===== src/hdl/fdtsp_pkg.sv =====
package fdtsp_pkg;

  localparam int unsigned DepthWidthDefault = 8;
  localparam int unsigned WordWidth = 32;
  localparam int unsigned DepthOutWidth = 8;
  localparam int unsigned WordsLeftWidth = 30;

  localparam logic [WordWidth-1:0] TokBeginNode = 32'h0000_0001;
  localparam logic [WordWidth-1:0] TokEndNode = 32'h0000_0002;
  localparam logic [WordWidth-1:0] TokProp = 32'h0000_0003;
  localparam logic [WordWidth-1:0] TokNop = 32'h0000_0004;
  localparam logic [WordWidth-1:0] TokEnd = 32'h0000_0009;

  typedef enum logic [2:0] {
    EvNodeBegin = 3'd0,
    EvNodeEnd = 3'd1,
    EvProp = 3'd2,
    EvTreeEnd = 3'd3,
    EvBadToken = 3'd4
  } event_e;

  typedef struct packed {
    event_e event_kind;
    logic [DepthOutWidth-1:0] depth;
    logic [WordWidth-1:0] name_offset;
    logic [WordWidth-1:0] prop_length;
    logic [WordWidth-1:0] prop_value;
  } result_t;

  typedef struct packed {
    logic res_valid;
    logic halted;
  } status_t;

  function automatic logic [WordWidth-1:0] swap32(input logic [WordWidth-1:0] v);
    return {v[7:0], v[15:8], v[23:16], v[31:24]};
  endfunction

  function automatic logic has_zero_byte(input logic [WordWidth-1:0] v);
    return (v[7:0] == 8'h00) || (v[15:8] == 8'h00) ||
           (v[23:16] == 8'h00) || (v[31:24] == 8'h00);
  endfunction

endpackage


===== src/hdl/fdtsp_parser.sv =====
module fdtsp_parser #(
  parameter int unsigned DEPTH_WIDTH = fdtsp_pkg::DepthWidthDefault
) (
  input  logic                                clk_i,
  input  logic                                rst_ni,
  input  logic                                word_valid_i,
  input  logic [fdtsp_pkg::WordWidth-1:0]     word_i,
  output fdtsp_pkg::status_t                  status_o,
  output fdtsp_pkg::result_t                  result_o
);

  localparam logic [2:0] PhToken = 3'd0;
  localparam logic [2:0] PhName = 3'd1;
  localparam logic [2:0] PhLen = 3'd2;
  localparam logic [2:0] PhNameOff = 3'd3;
  localparam logic [2:0] PhValue = 3'd4;
  localparam logic [2:0] PhSkip = 3'd5;

  localparam int unsigned WW = fdtsp_pkg::WordWidth;
  localparam int unsigned WLW = fdtsp_pkg::WordsLeftWidth;
  localparam logic [DEPTH_WIDTH-1:0] DepthMax = {DEPTH_WIDTH{1'b1}};

  logic [2:0]             phase_q, phase_d;
  logic [DEPTH_WIDTH-1:0] nest_depth_q, nest_depth_d;
  logic [WLW-1:0]         words_left_q, words_left_d;
  logic [WW-1:0]          held_length_q, held_length_d;
  logic [WW-1:0]          held_name_offset_q, held_name_offset_d;
  logic                   halted_q, halted_d;

  logic [WW-1:0]  w;
  logic [WW:0]    len_round;
  logic [WLW:0]   words_total;
  logic [WLW-1:0] words_m1;
  logic [WLW-1:0] words_dec;
  logic [32:0]    depth_ext;
  logic           res_valid;
  fdtsp_pkg::result_t res;

  assign w = fdtsp_pkg::swap32(word_i);
  assign len_round = {1'b0, held_length_q} + (WW+1)'(3);
  assign words_total = len_round[WW:2];
  assign words_m1 = WLW'(words_total - (WLW+1)'(1));
  assign words_dec = (words_left_q != '0) ? words_left_q - WLW'(1) : words_left_q;
  assign depth_ext = 33'(nest_depth_d);

  always_comb begin
    phase_d = phase_q;
    nest_depth_d = nest_depth_q;
    words_left_d = words_left_q;
    held_length_d = held_length_q;
    held_name_offset_d = held_name_offset_q;
    halted_d = halted_q;
    res_valid = 1'b0;
    res.event_kind = fdtsp_pkg::EvNodeBegin;
    res.name_offset = '0;
    res.prop_length = '0;
    res.prop_value = '0;
    if (word_valid_i && !halted_q) begin
      case (phase_q)
        PhName: begin
          if (fdtsp_pkg::has_zero_byte(word_i)) begin
            phase_d = PhToken;
          end
        end
        PhLen: begin
          held_length_d = w;
          phase_d = PhNameOff;
        end
        PhNameOff: begin
          held_name_offset_d = w;
          if (held_length_q == '0) begin
            phase_d = PhToken;
            res_valid = 1'b1;
            res.event_kind = fdtsp_pkg::EvProp;
            res.name_offset = w;
          end else begin
            phase_d = PhValue;
          end
        end
        PhValue: begin
          words_left_d = words_m1;
          phase_d = (words_m1 != '0) ? PhSkip : PhToken;
          res_valid = 1'b1;
          res.event_kind = fdtsp_pkg::EvProp;
          res.name_offset = held_name_offset_q;
          res.prop_length = held_length_q;
          res.prop_value = w;
        end
        PhSkip: begin
          words_left_d = words_dec;
          if (words_dec == '0) begin
            phase_d = PhToken;
          end
        end
        default: begin
          phase_d = PhToken;
          case (w)
            fdtsp_pkg::TokBeginNode: begin
              if (nest_depth_q != DepthMax) begin
                nest_depth_d = nest_depth_q + DEPTH_WIDTH'(1);
              end
              phase_d = PhName;
              res_valid = 1'b1;
              res.event_kind = fdtsp_pkg::EvNodeBegin;
            end
            fdtsp_pkg::TokEndNode: begin
              if (nest_depth_q != '0) begin
                nest_depth_d = nest_depth_q - DEPTH_WIDTH'(1);
              end
              res_valid = 1'b1;
              res.event_kind = fdtsp_pkg::EvNodeEnd;
            end
            fdtsp_pkg::TokProp: begin
              phase_d = PhLen;
            end
            fdtsp_pkg::TokNop: begin
              phase_d = PhToken;
            end
            fdtsp_pkg::TokEnd: begin
              halted_d = 1'b1;
              res_valid = 1'b1;
              res.event_kind = fdtsp_pkg::EvTreeEnd;
            end
            default: begin
              halted_d = 1'b1;
              res_valid = 1'b1;
              res.event_kind = fdtsp_pkg::EvBadToken;
              res.prop_value = w;
            end
          endcase
        end
      endcase
    end
    res.depth = (depth_ext > 33'd255) ? 8'hff : depth_ext[7:0];
  end

  always_ff @(posedge clk_i or negedge rst_ni) begin
    if (!rst_ni) begin
      phase_q <= PhToken;
      nest_depth_q <= '0;
      words_left_q <= '0;
      held_length_q <= '0;
      held_name_offset_q <= '0;
      halted_q <= 1'b0;
    end else begin
      phase_q <= phase_d;
      nest_depth_q <= nest_depth_d;
      words_left_q <= words_left_d;
      held_length_q <= held_length_d;
      held_name_offset_q <= held_name_offset_d;
      halted_q <= halted_d;
    end
  end

  assign status_o.res_valid = res_valid;
  assign status_o.halted = halted_q;
  assign result_o = res;

endmodule


===== src/hdl/fdt_structure_token_parser_top.sv =====
// Device tree structure-block parser: takes one raw big-endian word of the
// structure block per request on the s_axis side and issues one event request
// on the m_axis side for node begin, node end, property (on its first value
// word, or on its name-offset word when the length is zero), end of tree and
// bad token; NOP, name and padding words give nothing. A word's event appears
// in the cycle after the word is taken, from a single result register. While
// that event waits unaccepted the input side stalls, so words flow at one per
// clock as long as the m_axis side keeps up. After end of tree or a bad token
// every word is swallowed until reset.
module fdt_structure_token_parser_top #(
  parameter int unsigned DEPTH_WIDTH = fdtsp_pkg::DepthWidthDefault
) (
  input  logic          clk_i,
  input  logic          rst_ni,
  input  logic          s_axis_tvalid,
  output logic          s_axis_tready,
  input  logic [31:0]   s_axis_tdata,   // word[31:0]
  output logic          m_axis_tvalid,
  input  logic          m_axis_tready,
  output logic [103:0]  m_axis_tdata,   // depth[7:0], name_offset[39:8],
                                        // prop_length[71:40], prop_value[103:72]
  output logic [2:0]    m_axis_tuser    // event_kind[2:0]
);

  logic in_accept;
  logic out_valid_q, out_valid_d;
  fdtsp_pkg::status_t status;
  fdtsp_pkg::result_t result;
  fdtsp_pkg::result_t result_q;

  assign s_axis_tready = !out_valid_q || m_axis_tready;
  assign in_accept = s_axis_tvalid && s_axis_tready;

  fdtsp_parser #(
    .DEPTH_WIDTH(DEPTH_WIDTH)
  ) u_parser (
    .clk_i       (clk_i),
    .rst_ni      (rst_ni),
    .word_valid_i(in_accept),
    .word_i      (s_axis_tdata),
    .status_o    (status),
    .result_o    (result)
  );

  always_comb begin
    out_valid_d = out_valid_q;
    if (status.res_valid) begin
      out_valid_d = 1'b1;
    end else if (m_axis_tready) begin
      out_valid_d = 1'b0;
    end
  end

  always_ff @(posedge clk_i or negedge rst_ni) begin
    if (!rst_ni) begin
      out_valid_q <= 1'b0;
    end else begin
      out_valid_q <= out_valid_d;
    end
  end

  always_ff @(posedge clk_i) begin
    if (status.res_valid) begin
      result_q <= result;
    end
  end

  assign m_axis_tvalid = out_valid_q;
  assign m_axis_tuser = result_q.event_kind;
  assign m_axis_tdata = {result_q.prop_value, result_q.prop_length,
                         result_q.name_offset, result_q.depth};

`ifndef SYNTHESIS
  a_halted_quiet: assert property (@(posedge clk_i) disable iff (!rst_ni)
    status.halted |-> !status.res_valid)
    else $error("event issued while halted");

  a_stop_halts: assert property (@(posedge clk_i) disable iff (!rst_ni)
    status.res_valid && (result.event_kind == fdtsp_pkg::EvTreeEnd ||
                         result.event_kind == fdtsp_pkg::EvBadToken)
    |=> status.halted)
    else $error("end or bad token did not halt");

  a_empty_prop: assert property (@(posedge clk_i) disable iff (!rst_ni)
    status.res_valid && result.event_kind == fdtsp_pkg::EvProp &&
    result.prop_length == '0 |-> result.prop_value == '0)
    else $error("zero-length property carries a value");

  a_result_load: assert property (@(posedge clk_i) disable iff (!rst_ni)
    status.res_valid |-> in_accept)
    else $error("event without an accepted word");
`endif

endmodule


===== config.mk =====
export PLATFORM = sky130hd
export DESIGN_NAME = fdt_structure_token_parser_top
export DESIGN_NICKNAME = d
export VERILOG_FILES = /design/src/hdl/fdtsp_pkg.sv /design/src/hdl/fdtsp_parser.sv /design/src/hdl/fdt_structure_token_parser_top.sv
export SDC_FILE = /design/constraint.sdc
export NUM_CORES = 1
export LEC_CHECK = 0
export ABC_CLOCK_PERIOD_IN_PS = 11300
export BUFFER_PORTS_ARGS = -buffer_cell sky130_fd_sc_hd__buf_2
export CAP_MARGIN = 20
export CORE_MARGIN = 2
export CORE_UTILIZATION = 24
export DETAILED_ROUTE_END_ITERATION = 6
export PLACE_DENSITY_LB_ADDON = 0.12
export SETUP_SLACK_MARGIN = 0.05
export SLEW_MARGIN = 20
export SYNTH_ARGS = -nofsm -noshare
export SYNTH_HDL_FRONTEND = slang
export SYNTH_SLANG_ARGS = --single-unit

===== constraint.sdc =====
create_clock -name clk_i -period 11.3 [get_ports clk_i]
set_input_delay 2.26 -clock clk_i [delete_from_list [all_inputs] [get_ports clk_i]]
set_output_delay 2.26 -clock clk_i [all_outputs]
set_load 0.03 [all_outputs]

==> metrics.txt <==
Iter 0 DRT Violations 660; Post-Syn Area 11,600 sq um; via count 9,323; clk slew on worst S/H paths 0.06 ns; syn avg cell area 10.2 sq um; Yosys warning count 0; cts repair resizes 0; PortBufs 144; LEAKAGE 5.63 nW; leading area contributor after synthesis edfxtp_1; Final min period 5.03 ns; most common cell after layout, fill and taps aside buf_2; Least-Margin Pin Slew 0.927 ns; Final Worst Setup Slack 6.27 ns; status completed; vias in the first global route 9,126; number of synthesized flops with an enable pin 107; Site Rows 80; I/O pin total 145; Seq/Total Area, Yosys 0.507; final hold vios 0; max-slew violations 0; Main synth FF type edfxtp_1; crit path kind in -> reg; VDD IR max 92.2 uV; antenna cells 0; Worst slew margin 0.382; Die ar. 50,200 sq um; RD Place Congestion 0.841; Util after Layout 0.289; hold bufs inserted after CTS 0; ratio of final minimum period to clock period 0.445; CORE AREA 47,700 sq um; most frequent cells in the layout 143 x buf_2, 107 x edfxtp_1, 107 x dfrtp_1; asr flop ratio synth 0.500; Setup crit start kind input port; DRC violation count after routing 0; top area cells in the synthesized netlist edfxtp_1 28%, dfrtp_1 23%, mux2_2 6.3%; max-cap violation count 0; dpl ws 5.61 ns; CTS tree done; Hold Path Class reg -> reg; remaining antenna violation count 0; WL final 37.1 mm; Root Buffer clkbuf_16; Cell Pwr Density 137 nW/um^2; first-pass GRT wire length 57.1 mm; Placed Cells 1,826; crit end category flip-flop; Clock Skew 0.0147 ns; antenna violations before repair 0; Fin Setup TNS 0 ns; Area Overhead vs Synth 18.5%; Highest Clock Rate 0.199 GHz; CP max FO 66; Nets 1,282; largest net degree at the start of global routing 67; share of cells above drive strength 1 0.239; TritonCTS Buffers 27; Yosys reg bits 214; number of setup buffers added after CTS 0; final instance count without filler cells 1,875; Final Total Pwr 1.89 mW; H-tree levels 1; die width 224 um; final instance area 13,800 sq um; WL per Instance 19.8 um; Die H 224 um; hpwl dp 26.2 mm; Initial Utilization 0.244; Post-DP Area 12,900 sq um; gr ovfl total 0; syn nets 1,177; Distinct cells, synth 78; Syn Inst Count 1,135; Yosys top cell area share 0.276; setup violators final 0; DR pass1 iterations 7; DR vias/cell 4.97; Clock Latency Late Sink 0.56 ns; Worst Path Arrival 5.21 ns; unrepaired setup endpoints after global routing no; clock buffer depth 3; hold slack 0.486 ns; Worst EP required 11.47 ns; total track usage 0.146; Clock Sinks 214
[critical path, cell delays in order]
cell and delay (ns):
buf_2 0.07, nand2b_1 0.16, nand3b_1 0.41, nor2_4 0.21
buf_4 0.43, a21oi_1 0.26, nand2_4 0.50, buf_4 0.78
[logic make-up after synthesis]
logic type	Yosys count	share of synthesized area
xor gates and xnor gates	46	0.0346
buffers and inverters	100	0.0355
DFF	214	0.507
muxes	69	0.0664
AOI/OAI and AO/OA	233	0.133
adders and majority gates	6	0.00645
and+or+nand+nor	467	0.217
[per-layer routing]
metal,up-vias,GRT usage,part of all wire
met5,-,0,0
li1,4446,-,-
met3,41,0.0205,0.036
met4,0,0.0301,0.018
met1,4648,0.212,0.49
met2,188,0.231,0.46
[synth_stat cells (all sizes together), types with 4 or more instances]
master,count
o31ai,4
a31oi,10
o41ai,4
a22oi,39
nor2,112
nand2,66
inv,20
or4,12
nor3,52
buf,13
edfxtp,107
xor2,15
or2,7
nand3b,5
xnor2,31
or3,11
a22o,6
ha,6
clkbuf,67
nor4b,4
a21oi,56
o211ai,5
nand2b,11
nand4,19
o22a,8
mux2,65
mux2i,4
and2,34
and3,48
o22ai,5
o21ai,61
dfrtp,107
nand3,34
nor4,37
a32oi,4
[path summary, 6_finish.rpt]
path	to	cells after the start	slack (ns)	startpoint
max	m_axis_tdata[43]$_SDFFCE_PN0P_	8	6.27	m_axis_tready
max reg2reg	u_parser.phase_q[2]$_DFFE_PN0P_	9	7.10	u_parser.held_length_q[5]$_DFFE_PN0P_
min in group asynchronous	u_parser.held_name_offset_q[10]$_DFFE_PN0P_	1	1.73	rst_ni
min	u_parser.halted_q$_DFFE_PN0P_	1	0.49	u_parser.halted_q$_DFFE_PN0P_
min reg2reg	u_parser.halted_q$_DFFE_PN0P_	1	0.49	u_parser.halted_q$_DFFE_PN0P_
max in group asynchronous	u_parser.words_left_q[29]$_DFFE_PN0P_	2	8.23	rst_ni
[sequential cells by signal (all words and copies together), names as in the netlist]
signal                       cells
u_parser.phase_q                 3
u_parser.held_name_offset_q     32
u_parser.held_length_q          32
m_axis_tvalid                    1
m_axis_tdata                   104
u_parser.nest_depth_q            8
u_parser.halted_q                1
u_parser.words_left_q           30
m_axis_tuser                     3
[cell type report]
cell class / count / area, sq um
clock buffer: 38 / 767
clock inverter: 11 / 114
fill: 5026 / 34000
inverter: 20 / 75.1
multi-input combinational: 821 / 5360
sequential: 214 / 5890
tap: 615 / 769
timing repair buffer: 156 / 813
[power breakdown]
group	switching, mW	internal, mW	leakage [nW]
registers	0.0418	0.841	2.54
clock network	0.349	0.516	0.424
logic	0.0843	0.0567	2.67
total	0.476	1.41	5.63
No activity file was read; power rests on OpenSTA's default activity.
